==> src/hw/rtl/assert_macros.svh <==
// Assertion macros shared by the monitor RTL.
`ifndef ASSERT_MACROS_SVH
`define ASSERT_MACROS_SVH

// Same-cycle implication, checked on every clock edge outside reset.
`define MTDM_ASSERT_NOW(label, ante, cons, msg) \
	label: assert property (@(posedge clk) disable iff (!arst_n) (ante) |-> (cons)) \
		else $error(msg);

// Next-cycle implication, checked on every clock edge outside reset.
`define MTDM_ASSERT_NEXT(label, ante, cons, msg) \
	label: assert property (@(posedge clk) disable iff (!arst_n) (ante) |=> (cons)) \
		else $error(msg);

`endif

==> src/hw/rtl/mtdm_pkg.sv <==
// Types and constants of the threshold dwell monitor.
package mtdm_pkg;

	localparam int NUM_CH  = 4;
	localparam int VAL_W   = 16;
	localparam int DIST_W  = 16;
	localparam int SCORE_W = 17;
	localparam int SUM_W   = 19;
	localparam int CNT_W   = 3;
	localparam int TS_W    = 32;
	localparam int CFG_W   = 64;
	localparam int IDX_W   = 3;
	localparam int RECIP_W = 18;
	localparam int PROD_W  = SUM_W + RECIP_W;

	localparam logic [SCORE_W-1:0] SCORE_FULL = 17'd65536;
	// ceil(2^19 / 3); exact floor division by three for sums below 2^19.
	localparam logic [RECIP_W-1:0] RECIP3 = 18'd174763;
	localparam int RECIP_SHIFT = 19;

	localparam logic [1:0] ST_PROGRESS = 2'd0;
	localparam logic [1:0] ST_ACTIVE   = 2'd1;
	localparam logic [1:0] ST_MISSING  = 2'd2;

	localparam logic [IDX_W-1:0] REG_THRESH = 3'd0;
	localparam logic [IDX_W-1:0] REG_BANDS  = 3'd1;
	localparam logic [IDX_W-1:0] REG_DIR    = 3'd2;
	localparam logic [IDX_W-1:0] REG_COUNT  = 3'd3;
	localparam logic [IDX_W-1:0] REG_DWELL  = 3'd4;

	localparam logic [CFG_W-1:0] BANDS_RESET = 64'h0001_0001_0001_0001;

	typedef struct packed {
		logic [NUM_CH-1:0][VAL_W-1:0] thresh;
		logic [NUM_CH-1:0][VAL_W-1:0] bands;
		logic [NUM_CH-1:0]            dir;
		logic [CNT_W-1:0]             count;
		logic [TS_W-1:0]              dwell;
	} cfg_t;

	typedef struct packed {
		logic                          missing;
		logic [NUM_CH-1:0]             used;
		logic [NUM_CH-1:0]             full_sc;
		logic [NUM_CH-1:0]             div_go;
		logic [NUM_CH-1:0][DIST_W-1:0] dev;
		logic [NUM_CH-1:0][DIST_W-1:0] band;
		logic [CNT_W-1:0]              cnt;
		logic [TS_W-1:0]               ts;
	} entry_t;

endpackage

==> src/hw/rtl/multi_channel_threshold_dwell_monitor_core.sv <==
// Top level of the multi-channel threshold dwell monitor.
//
//  channel   handshake        payload
//  input     push / full      sample_0..sample_3, present_mask, timestamp
//  result    empty / pop      status, progress
//  config    cfg_write        cfg_index, cfg_data
//
// A snapshot with all channels in use present passes through the back part in
// order: it is taken from the queue, the per-channel restoring dividers run (one
// quotient bit per cycle, then a registered done flag), then sum, multiply for
// the mean, and finish.
// A snapshot with a missing sample skips to finish. A two-entry queue takes new
// requests while the back part works, and a held result stalls only the back part.
// Reset clears the queues, the dwell time stamp and the registers to their defaults.
module multi_channel_threshold_dwell_monitor_core (
	input  logic                              clk,
	input  logic                              arst_n,
	input  logic                              push,
	output logic                              full,
	input  logic signed [mtdm_pkg::VAL_W-1:0] sample_0,
	input  logic signed [mtdm_pkg::VAL_W-1:0] sample_1,
	input  logic signed [mtdm_pkg::VAL_W-1:0] sample_2,
	input  logic signed [mtdm_pkg::VAL_W-1:0] sample_3,
	input  logic [mtdm_pkg::NUM_CH-1:0]       present_mask,
	input  logic [mtdm_pkg::TS_W-1:0]         timestamp,
	output logic                              empty,
	input  logic                              pop,
	output logic [1:0]                        status,
	output logic [mtdm_pkg::SCORE_W-1:0]      progress,
	input  logic                              cfg_write,
	input  logic [mtdm_pkg::IDX_W-1:0]        cfg_index,
	input  logic [mtdm_pkg::CFG_W-1:0]        cfg_data
);
	import mtdm_pkg::*;
`include "assert_macros.svh"

	cfg_t                          cfg_q;
	logic [NUM_CH-1:0][VAL_W-1:0]  samples;
	entry_t                        front_entry;
	entry_t                        q_head;
	logic                          q_empty;
	logic                          q_pop;

	assign samples = {sample_3, sample_2, sample_1, sample_0};

	always_ff @(posedge clk or negedge arst_n) begin
		if (!arst_n) begin
			cfg_q.thresh <= '0;
			cfg_q.bands  <= BANDS_RESET;
			cfg_q.dir    <= '0;
			cfg_q.count  <= CNT_W'(1);
			cfg_q.dwell  <= '0;
		end else if (cfg_write) begin
			case (cfg_index)
				REG_THRESH: cfg_q.thresh <= cfg_data;
				REG_BANDS:  cfg_q.bands  <= cfg_data;
				REG_DIR:    cfg_q.dir    <= cfg_data[NUM_CH-1:0];
				REG_COUNT:  cfg_q.count  <= cfg_data[CNT_W-1:0];
				REG_DWELL:  cfg_q.dwell  <= cfg_data[TS_W-1:0];
				default:    cfg_q        <= cfg_q;
			endcase
		end
	end

	mtdm_front u_front (
		.cfg     (cfg_q),
		.samples (samples),
		.present (present_mask),
		.ts      (timestamp),
		.entry   (front_entry)
	);

	mtdm_fifo u_fifo (
		.clk     (clk),
		.arst_n  (arst_n),
		.push    (push),
		.wr_data (front_entry),
		.full    (full),
		.pop     (q_pop),
		.rd_data (q_head),
		.empty   (q_empty)
	);

	mtdm_back u_back (
		.clk      (clk),
		.arst_n   (arst_n),
		.cfg      (cfg_q),
		.q_empty  (q_empty),
		.q_head   (q_head),
		.q_pop    (q_pop),
		.pop      (pop),
		.empty    (empty),
		.status   (status),
		.progress (progress)
	);

	`MTDM_ASSERT_NOW(a_active_full, !empty && status == ST_ACTIVE, progress == SCORE_FULL, "activation without full progress")
	`MTDM_ASSERT_NOW(a_missing_zero, !empty && status == ST_MISSING, progress == '0, "missing sample with nonzero progress")
	`MTDM_ASSERT_NOW(a_progress_max, !empty, progress <= SCORE_FULL && status <= ST_MISSING, "result out of range")
	`MTDM_ASSERT_NEXT(a_push_queued, push && !full, !q_empty || !empty, "accepted request vanished")
endmodule

==> src/hw/rtl/mtdm_fifo.sv <==
// Two-entry queue of classified requests between the front and back parts.
module mtdm_fifo (
	input  logic             clk,
	input  logic             arst_n,
	input  logic             push,
	input  mtdm_pkg::entry_t wr_data,
	output logic             full,
	input  logic             pop,
	output mtdm_pkg::entry_t rd_data,
	output logic             empty
);
	import mtdm_pkg::*;

	entry_t     mem_q [2];
	logic       wr_ptr_q;
	logic       rd_ptr_q;
	logic [1:0] cnt_q;
	logic       do_push;
	logic       do_pop;

	assign full    = (cnt_q == 2'd2);
	assign empty   = (cnt_q == 2'd0);
	assign do_push = push && !full;
	assign do_pop  = pop && !empty;
	assign rd_data = mem_q[rd_ptr_q];

	always_ff @(posedge clk) begin
		if (do_push) begin
			mem_q[wr_ptr_q] <= wr_data;
		end
	end

	always_ff @(posedge clk or negedge arst_n) begin
		if (!arst_n) begin
			wr_ptr_q <= 1'b0;
			rd_ptr_q <= 1'b0;
			cnt_q    <= 2'd0;
		end else begin
			if (do_push) begin
				wr_ptr_q <= !wr_ptr_q;
			end
			if (do_pop) begin
				rd_ptr_q <= !rd_ptr_q;
			end
			case ({do_push, do_pop})
				2'b10:   cnt_q <= cnt_q + 2'd1;
				2'b01:   cnt_q <= cnt_q - 2'd1;
				default: cnt_q <= cnt_q;
			endcase
		end
	end
endmodule

==> src/hw/rtl/mtdm_front.sv <==
// Front part: checks presence and classifies each channel of a snapshot.
module mtdm_front (
	input  mtdm_pkg::cfg_t                                        cfg,
	input  logic [mtdm_pkg::NUM_CH-1:0][mtdm_pkg::VAL_W-1:0]      samples,
	input  logic [mtdm_pkg::NUM_CH-1:0]                           present,
	input  logic [mtdm_pkg::TS_W-1:0]                             ts,
	output mtdm_pkg::entry_t                                      entry
);
	import mtdm_pkg::*;

	logic [CNT_W-1:0]      cnt;
	logic signed [VAL_W:0] diff [NUM_CH];
	logic [VAL_W:0]        mag  [NUM_CH];
	logic [NUM_CH-1:0]     met;

	always_comb begin
		cnt = cfg.count;
		if (cnt == '0) begin
			cnt = CNT_W'(1);
		end else if (cnt > CNT_W'(NUM_CH)) begin
			cnt = CNT_W'(NUM_CH);
		end
	end

	always_comb begin
		entry.cnt = cnt;
		entry.ts  = ts;
		for (int i = 0; i < NUM_CH; i++) begin
			diff[i] = $signed({samples[i][VAL_W-1], samples[i]})
				- $signed({cfg.thresh[i][VAL_W-1], cfg.thresh[i]});
			mag[i]  = $unsigned(diff[i][VAL_W] ? -diff[i] : diff[i]);
			// Direction bit set: met strictly below the threshold.
			met[i]  = cfg.dir[i] ? diff[i][VAL_W] : !diff[i][VAL_W];
			entry.used[i]    = (CNT_W'(i) < cnt);
			entry.dev[i]     = mag[i][DIST_W-1:0];
			entry.band[i]    = (cfg.bands[i] == '0) ? DIST_W'(1) : cfg.bands[i];
			entry.full_sc[i] = entry.used[i] && met[i];
			entry.div_go[i]  = entry.used[i] && !met[i]
				&& (entry.dev[i] < entry.band[i]);
		end
		entry.missing = |(entry.used & ~present);
	end
endmodule

==> src/hw/rtl/mtdm_div.sv <==
// Restoring divider for one channel: floor(dev * 2^16 / band), dev below band.
module mtdm_div (
	input  logic                          clk,
	input  logic                          arst_n,
	input  logic                          start,
	input  logic [mtdm_pkg::DIST_W-1:0]   dev,
	input  logic [mtdm_pkg::DIST_W-1:0]   band,
	output logic [mtdm_pkg::DIST_W-1:0]   quot,
	output logic                          done
);
	import mtdm_pkg::*;

	logic [DIST_W-1:0] rem_q;
	logic [DIST_W-1:0] band_q;
	logic [DIST_W-1:0] quot_q;
	logic [3:0]        step_q;
	logic              busy_q;
	logic              done_q;
	logic [DIST_W:0]   rem2;
	logic              fits;

	assign rem2 = {rem_q, 1'b0};
	assign fits = (rem2 >= {1'b0, band_q});
	assign quot = quot_q;
	assign done = done_q;

	always_ff @(posedge clk or negedge arst_n) begin
		if (!arst_n) begin
			rem_q  <= '0;
			band_q <= '0;
			quot_q <= '0;
			step_q <= '0;
			busy_q <= 1'b0;
			done_q <= 1'b0;
		end else if (start) begin
			rem_q  <= dev;
			band_q <= band;
			quot_q <= '0;
			step_q <= '0;
			busy_q <= 1'b1;
			done_q <= 1'b0;
		end else if (busy_q) begin
			rem_q  <= fits ? DIST_W'(rem2 - {1'b0, band_q}) : rem2[DIST_W-1:0];
			quot_q <= {quot_q[DIST_W-2:0], fits};
			step_q <= step_q + 4'd1;
			if (step_q == 4'd15) begin
				busy_q <= 1'b0;
				done_q <= 1'b1;
			end
		end
	end
endmodule

==> src/hw/rtl/mtdm_back.sv <==
// Back part: scores channels, forms the mean, tracks dwell and holds the result.
module mtdm_back (
	input  logic                          clk,
	input  logic                          arst_n,
	input  mtdm_pkg::cfg_t                cfg,
	input  logic                          q_empty,
	input  mtdm_pkg::entry_t              q_head,
	output logic                          q_pop,
	input  logic                          pop,
	output logic                          empty,
	output logic [1:0]                    status,
	output logic [mtdm_pkg::SCORE_W-1:0]  progress
);
	import mtdm_pkg::*;

	typedef enum logic [2:0] {
		S_IDLE,
		S_DIV,
		S_SUM,
		S_MUL,
		S_FIN
	} state_t;

	state_t                     state_q;
	entry_t                     ent_q;
	logic [SUM_W-1:0]           sum_q;
	logic                       all_met_q;
	logic [PROD_W-1:0]          prod_q;
	logic [TS_W-1:0]            last_unmet_q;
	logic                       res_valid_q;
	logic [1:0]                 status_q;
	logic [SCORE_W-1:0]         progress_q;

	logic                       div_start;
	logic [NUM_CH-1:0][DIST_W-1:0] quot;
	logic [NUM_CH-1:0]          done;
	logic [SCORE_W-1:0]         score [NUM_CH];
	logic [NUM_CH-1:0]          lane_full;
	logic [SUM_W-1:0]           sum;
	logic [SCORE_W-1:0]         mean;
	logic [TS_W-1:0]            elapsed;
	logic                       out_free;
	logic                       fin_fire;

	assign q_pop     = (state_q == S_IDLE) && !q_empty;
	assign div_start = q_pop && !q_head.missing;
	assign out_free  = !res_valid_q || pop;
	assign fin_fire  = (state_q == S_FIN) && out_free;
	assign elapsed   = ent_q.ts - last_unmet_q;

	assign empty    = !res_valid_q;
	assign status   = status_q;
	assign progress = progress_q;

	for (genvar i = 0; i < NUM_CH; i++) begin : g_lane
		mtdm_div u_div (
			.clk    (clk),
			.arst_n (arst_n),
			.start  (div_start),
			.dev    (q_head.dev[i]),
			.band   (q_head.band[i]),
			.quot   (quot[i]),
			.done   (done[i])
		);
	end

	always_comb begin
		sum = '0;
		for (int i = 0; i < NUM_CH; i++) begin
			if (ent_q.full_sc[i]) begin
				score[i] = SCORE_FULL;
			end else if (ent_q.div_go[i]) begin
				score[i] = SCORE_FULL - {1'b0, quot[i]};
			end else begin
				score[i] = '0;
			end
			lane_full[i] = (score[i] == SCORE_FULL);
			sum = sum + SUM_W'(score[i]);
		end
	end

	always_comb begin
		case (ent_q.cnt)
			CNT_W'(1): mean = sum_q[SCORE_W-1:0];
			CNT_W'(2): mean = sum_q[SCORE_W:1];
			CNT_W'(3): mean = prod_q[RECIP_SHIFT+SCORE_W-1:RECIP_SHIFT];
			default:   mean = sum_q[SCORE_W+1:2];
		endcase
	end

	always_ff @(posedge clk or negedge arst_n) begin
		if (!arst_n) begin
			state_q      <= S_IDLE;
			ent_q        <= '0;
			sum_q        <= '0;
			all_met_q    <= 1'b0;
			prod_q       <= '0;
			last_unmet_q <= '0;
			res_valid_q  <= 1'b0;
			status_q     <= ST_PROGRESS;
			progress_q   <= '0;
		end else begin
			if (fin_fire) begin
				res_valid_q <= 1'b1;
			end else if (pop) begin
				res_valid_q <= 1'b0;
			end
			case (state_q)
				S_IDLE: begin
					if (q_pop) begin
						ent_q   <= q_head;
						state_q <= q_head.missing ? S_FIN : S_DIV;
					end
				end
				S_DIV: begin
					if (&done) begin
						state_q <= S_SUM;
					end
				end
				S_SUM: begin
					sum_q     <= sum;
					all_met_q <= &(lane_full | ~ent_q.used);
					state_q   <= S_MUL;
				end
				S_MUL: begin
					prod_q  <= PROD_W'(sum_q) * PROD_W'(RECIP3);
					state_q <= S_FIN;
				end
				S_FIN: begin
					if (out_free) begin
						state_q <= S_IDLE;
						if (ent_q.missing) begin
							status_q   <= ST_MISSING;
							progress_q <= '0;
						end else if (all_met_q) begin
							status_q   <= (elapsed >= cfg.dwell) ? ST_ACTIVE : ST_PROGRESS;
							progress_q <= SCORE_FULL;
						end else begin
							// Any channel short of full restarts the dwell window.
							last_unmet_q <= ent_q.ts;
							status_q     <= ST_PROGRESS;
							progress_q   <= mean;
						end
					end
				end
				default: state_q <= S_IDLE;
			endcase
		end
	end
endmodule
==> config.mk <==
export PLATFORM = sky130hd
export DESIGN_NAME = multi_channel_threshold_dwell_monitor_core
export DESIGN_NICKNAME = d
export VERILOG_FILES = /design/src/hw/rtl/mtdm_pkg.sv /design/src/hw/rtl/multi_channel_threshold_dwell_monitor_core.sv /design/src/hw/rtl/mtdm_fifo.sv /design/src/hw/rtl/mtdm_front.sv /design/src/hw/rtl/mtdm_div.sv /design/src/hw/rtl/mtdm_back.sv
export VERILOG_INCLUDE_DIRS = /design/src /design/src/hw/rtl
export SDC_FILE = /design/constraint.sdc
export NUM_CORES = 2
export LEC_CHECK = 0
export ABC_AREA = 1
export BUFFER_PORTS_ARGS = -buffer_cell sky130_fd_sc_hd__buf_4
export CAP_MARGIN = 20
export CELL_PAD_IN_SITES_DETAIL_PLACEMENT = 0
export CELL_PAD_IN_SITES_GLOBAL_PLACEMENT = 1
export CORE_MARGIN = 1
export CORE_UTILIZATION = 44
export CTS_CLUSTER_SIZE = 24
export DETAILED_ROUTE_END_ITERATION = 8
export HOLD_SLACK_MARGIN = 0.12
export PLACE_DENSITY = 0.79
export SETUP_SLACK_MARGIN = 0.1
export SYNTH_ARGS = -nofsm -noshare
export SYNTH_HDL_FRONTEND = slang
export SYNTH_SLANG_ARGS = --single-unit
==> constraint.sdc <==
create_clock -name clk -period 8.9 [get_ports clk]
set_clock_uncertainty 0.1 [all_clocks]
set_input_delay 1.78 -clock clk [delete_from_list [all_inputs] [get_ports clk]]
set_output_delay 1.78 -clock clk [all_outputs]
set_load 0.02 [all_outputs]
; After elaboration in Yosys (flattened, before gate mapping)
; Memory sizes are Yosys's and may differ from the RTL's.
; Index checks and enable logic that the tools add are counted.
[op_classes]
n_addsub = 26
div = 0
muxes = 90
n_reduce_logical = 66
n_shift = 0
magnitude_cmp = 14
n_mul = 1
bitwise = 6
n_eq_ne = 25
[ops]
columns = cell, count
row1 = 2-to-1 mux 16 bit, 28
row2 = 2-to-1 mux 17 bit, 10
row3 = "== test 17 bit, second input constant", 4
row4 = greater-or-equal comparator 17 x 16 -> 1 bit, 4
row5 = subtractor 16 x 16 -> 17 bit, 4
row6 = "subtractor 17 x 16 -> 17 bit, first input constant", 4
row7 = logical NOT 16 bit, 4
row8 = less-than comparator 16 bit, 4
row9 = negator 16 bit, 4
row10 = subtractor 16 bit, 4
row11 = one-hot mux 17 bit (3 select lines), 1
row12 = adder 19 x 17 -> 19 bit, 2
row13 = "multiplier 19 x 18 -> 36 bit, second input constant", 1
row14 = 2-to-1 mux 1 bit, 33
row15 = greater-or-equal comparator 32 bit, 1
row16 = 2-to-1 mux 4 bit, 8
row17 = subtractor 32 bit, 1
row18 = AND reduction 2 bit, 11
row19 = nonzero test 2 bit, 10
row20 = adder 17 x 17 -> 18 bit, 1
row21 = "== test 3 x 2 -> 1 bit, second input constant", 6
row22 = 2-to-1 mux 3 bit, 6
row23 = logical AND 1 bit, 17
row24 = "adder 4 x 1 -> 4 bit, second input constant", 4
row25 = 25 further kinds, 56
[word_totals]
n_memories = 1
reg_bits = 546
latchBits = 0
mem_bits_ro = 0
ram_bits = 352
[memory_table]
columns = name, words, word_bits, read_ports, rd_ports_with_merged_regs, wr, line
row1 = u_fifo.mem_q, 2, 176, 1, 0, 1, mtdm_fifo.sv:14  ; entry_t mem_q [2];

; Depth between registers and ports, before layout
[depth]
depth_word = 6
ltp_mapped = 32
depth_no_buf = 32

; Cells and area by module
; A second synthesis with hierarchy kept.
[unflattened]
hier_cells = 7398
hier_area_um2 = 59460.8
[modules_own_cells]
columns = module, area_each_um2, cells_each, instances
row1 = mtdm_back, 18345.1, 2477, 1
row2 = mtdm_div, 3294.4, 430, 4
row3 = mtdm_fifo, 13113.8, 952, 1
row4 = mtdm_front, 8182.8, 1515, 1
row5 = multi_channel_threshold_dwell_monitor_core, 6641.4, 734, 1

; Worst setup path before layout
; No wires, ideal clock.
[synth_path]
path_kind = input to register
from = in push
to = mem u_fifo.mem_q[0][0] in the netlist's numbering, enable pin
setup_time_ns = 0.713
cell_stages = 2
setup_slack_ns = -1.161
required_time_ns = 8.087
path_buffers = 0
arrival_ns = 9.248
cell_sequence = o21ai_0 nor2_1
[synth_via]
elab_chain_len = 3
[synth_rtl]
columns = element, line
row1 = "start, declared", multi_channel_threshold_dwell_monitor_core.sv:18  ; input logic push,
row2 = logical AND 1 bit, mtdm_fifo.sv:23  ; assign do_push = push && !full;
row3 = 2-to-1 mux 1 bit, mtdm_fifo.sv:28  ; if (do_push) begin
row4 = 2-to-1 mux 1 bit (implied by the code), mtdm_fifo.sv:29  ; mem_q[wr_ptr_q] <= wr_data;
row5 = "end, declared", mtdm_fifo.sv:14
; Every way passes these cells.

; Final worst setup path
[layout_path]
from = reg u_back.sum_q[1]
to = reg u_back.prod_q[35]
[layout_via]
elab_chain_len = 1
[layout_rtl]
columns = element, line
row1 = "start, declared", mtdm_back.sv:26  ; logic [SUM_W-1:0] sum_q;
row2 = "start signal, assigned", mtdm_back.sv:121  ; sum_q <= sum;
row3 = multiplier 19 x 18 -> 36 bit, mtdm_back.sv:126  ; prod_q <= PROD_W'(sum_q) * PROD_W'(RECIP3);
row4 = "end signal, assigned", mtdm_back.sv:126
row5 = "end, declared", mtdm_back.sv:28  ; logic [PROD_W-1:0] prod_q;
; Every way passes these cells.
; A chain may end at the register's enable or synchronous reset.

==> flow_metrics.py <==
metrics = {
    "routing": {
        "dr_total_vias": 44570,
        "drt-pass1-iter-count": 5,
        "wl_um": 157700,
        "wl_per_cell_um": 18.48,
        "via_per_inst": 5.221,
        "post-route-drc-count": 0,
        "first_iter_violations": 3031,
        "ant_nets": 0,
    },
    "clock_network": {
        "htreeDepth": 3,
        "post_cts_buffers": 0,
        "cts_made_buffers": 98,
        "cts_num_sinks": 876,
        "cts.clk_slew.worst_paths_ns": 0.06,
        "clock_latency_ns": 0.72,
        "ctsResizeCount": 0,
        "ctsHoldBuffers": 0,
        "root_buffer": "clkbuf_16",
        "cts_tree": "done",
        "cts_buffer_depth": 3,
    },
    "floorplanning": {
        "io_pins": 193,
        "core_area_um2": 126100,
        "row_count": 130,
        "die_height_um": 359.3,
        "dieWidth_um": 359.3,
        "initial_core_util_pct": 44.56,
        "die-area_um2": 129100,
    },
    "grt": {
        "grtUsageTotal_pct": 24.52,
        "grt_pass1_wl_um": 248900,
        "grt_pass1_vias": 44160,
        "overflow": 0,
        "antenna_found_initial": 4,
        "grt_max_degree": 169,
    },
    "timing": {
        "finalMaxSlewViolations": 0,
        "period_needed_ns": 5.784,
        "hold_viol": 0,
        "min_period_over_period_pct": 64.99,
        "setup_viol": 0,
        "rsz0062_at_grt": "no",
        "relSlewSlack_pct": 29.44,
        "clock.fmax_mhz": 172.9,
        "fin_tns_setup_ns": 0,
        "worst_pin_slew_ns": 1.055,
    },
    "synth": {
        "yosysWarnings": 0,
        "synth_cell_types": 57,
        "ys_seq_elements": 876,
        "yosys_most_used_dff": "dfrtp_1",
        "synthesis.area_um2": 56170,
        "yosysSeqAreaShare_pct": 42.15,
        "synth_top_area_share_pct": 23.21,
        "synth_edf_count": 350,
        "async_flop_share_pct": 60.05,
        "synth.most_common_cell": "nand2_1",
        "synthTopCellsByArea": "dfrtp_1 (23%), edfxtp_1 (19%), ha_1 (10%)",
        "synth_common_cells": "nand2_1 (1425), inv_1 (1073), nor2_1 (610), dfrtp_1 (521), o21ai_0 (472)",
        "postSynthCellCount": 6706,
        "syn_area_per_cell_um2": 8.377,
        "yosysTopAreaCell": "dfrtp_1",
    },
    "critical_path": {
        "timing.rr.start": "u_back.sum_q[1]",
        "crit_path_start": "u_back.sum_q[1]",
        "cp.arrival_ns": 6.26,
        "crit_path_max_fanout": 8,
        "worstPathRequired_ns": 9.37,
        "timing.rr.end": "u_back.prod_q[35]",
        "crit_type": "flip-flop to flip-flop",
        "endpoint_kind": "flip-flop",
        "critPathLaunchType": "flip-flop",
        "r2r.worst_path.cells": 20,
        "r2r_slack_ns": 3.12,
    },
    "final_layout": {
        "drive_above_1_share_pct": 6.491,
        "multiInputGateArea_um2": 27510,
        "final_area_um2": 62430,
        "num-fill-cells": 12050,
        "regArea_um2": 23680,
        "syn_to_final_growth_pct": 11.13,
        "nets": 7576,
    },
    "min_path": {
        "hold_end": "cfg_q[117]",
        "min_delay_path_depth": 2,
        "hold_start": "cfg_q[117]",
        "hold_class": "flip-flop to flip-flop",
    },
    "power": {
        "p_leak_nw": 30.93,
        "powerDensity_nw_per_um2": 178.9,
        "ir_drop_mv": 0.1502,
    },
    "run": {
        "cap_violations": 0,
    },
    "place": {
        "routabilityCongestion": 0.9757,
        "dpl_cell_area_um2": 59060,
        "port_buffers": 192,
        "dp_hpwl_um": 118000,
    },
    "run_status": {
        "status": "complete, no violations",
    },
}
## per-layer routing
metal,GRT usage (%),routed length [um],vias up
met5,0,0,-
met4,7.448,4897,0
li1,-,-,22200
met3,2.888,6650,223
met1,32.96,71680,21200
met2,41.32,74520,951
## where the power goes
part           switching [mW]  internal [mW]
registers               0.131           4.52
clock network            1.76           2.46
logic                    1.51          0.788
total                    3.41           7.76
## registers in the layout (all words and copies together), names as in the netlist, 3 cells and up
signal	cells
u_back.g_lane.u_div.quot	64
u_back.ent_q	47
u_back.g_lane.u_div.step_q	16
u_back.last_unmet_q	32
u_back.g_lane.u_div.done	4
cfg_q	167
u_back.g_lane.u_div.band_q	64
u_back.g_lane.u_div.rem_q	64
u_back.sum_q	19
u_back.prod_q	17
u_back.state_q	3
u_back.progress	17
u_fifo.mem_q	350
u_back.g_lane.u_div.busy_q	4
## area by class of cell
cell class / count / area share, %
multi-input combinational: 4520 / 44.07
sequential: 876 / 37.94
inverter: 1087 / 6.546
clock buffer: 123 / 4.271
tap: 1650 / 3.307
timing repair buffer: 220 / 2.778
clock inverter: 60 / 1.084
antenna: 1 / 0.004009
## stage by stage
| stage | hold WS, ns | cells | power (mW) | worst slack [ns] | utilization [%] |
|---|---|---|---|---|---|
| detailed placement | 0.3739 | 8352 | 7.031 | 3.105 | 46.85 |
| finish | 0.3858 | 8537 | 11.17 | 3.116 | 49.52 |
| CTS | 0.3890 | 8535 | 11.27 | 3.079 | 49.50 |
| global route | 0.4055 | 8536 | 11.79 | 2.763 | 49.52 |
| floorplan | 0.3493 | 6707 | 6.307 | -1.161 | - |
| global placement | 0.3665 | 8351 | 6.954 | 3.156 | 46.85 |
## cells in the final DEF (no fill, tap or decap), types with 13 or more instances in the layout
cell          n
a221oi_1     13
fa_1        140
o22ai_1      65
dfrtp_1     520
a21oi_1     294
clkinv_2     19
nor2_1      607
nand3_1     297
a21o_1       19
nand3b_1     22
o21ai_0     472
nor3_1       58
xnor2_1      74
ha_1        461
clkbuf_1     13
a21boi_0     14
o31ai_1      84
clkbuf_16    98
inv_1      1073
nand4_1      68
a31oi_1      82
buf_4       213
nand2_1    1423
edfxtp_1    350
or2_2        25
clkinv_1     14
o21a_1       15
xor2_1      107
o21bai_1     57
o211ai_1     21
## critical path, stage by stage (launching register included)
cell and delay (ns):
dfrtp_1 0.49, ha_1 0.43, xor2_1 0.39, ha_1 0.19, inv_1 0.06, fa_1 0.54
inv_1 0.06, fa_1 0.51, fa_1 0.52, fa_1 0.49, ha_1 0.35, nand2_1 0.10
nor2_1 0.14, inv_1 0.08, or2_2 0.27, o21ai_0 0.49, nand2_1 0.15, nand2_1 0.09
nand2_1 0.05, nand3_1 0.07, o21ai_0 0.08
## how the worst max path moves through the flow
stage	endpoint	slack, ns	cells past startpoint
6_report	u_back.prod_q[35]	3.12	20
5_1_grt	u_back.prod_q[32]	2.76	22
4_1_cts	u_back.prod_q[27]	3.08	20
3_5_place_dp	u_back.prod_q[27]	3.11	20
3_3_place_gp	u_back.prod_q[35]	3.16	20
2_1_floorplan	u_fifo.mem_q[0][0]	-1.16	2
## cells by family (layout without fill, tap and decap cells)
| kind of cell | Yosys count | after routing | share of synthesized area, % |
|---|---|---|---|
| AOI/OAI and AO/OA | 1188 | 1188 | 12.21 |
| and+or+nand+nor | 2548 | 2548 | 18.58 |
| DFF | 876 | 876 | 42.15 |
| xor gates and xnor gates | 181 | 181 | 2.822 |
| buffers and inverters | 1311 | 1490 | 8.970 |
| other | 1 | 3 | 0.006676 |
| adders and majority gates | 601 | 601 | 15.26 |
Power figures use the tool's default switching activity.
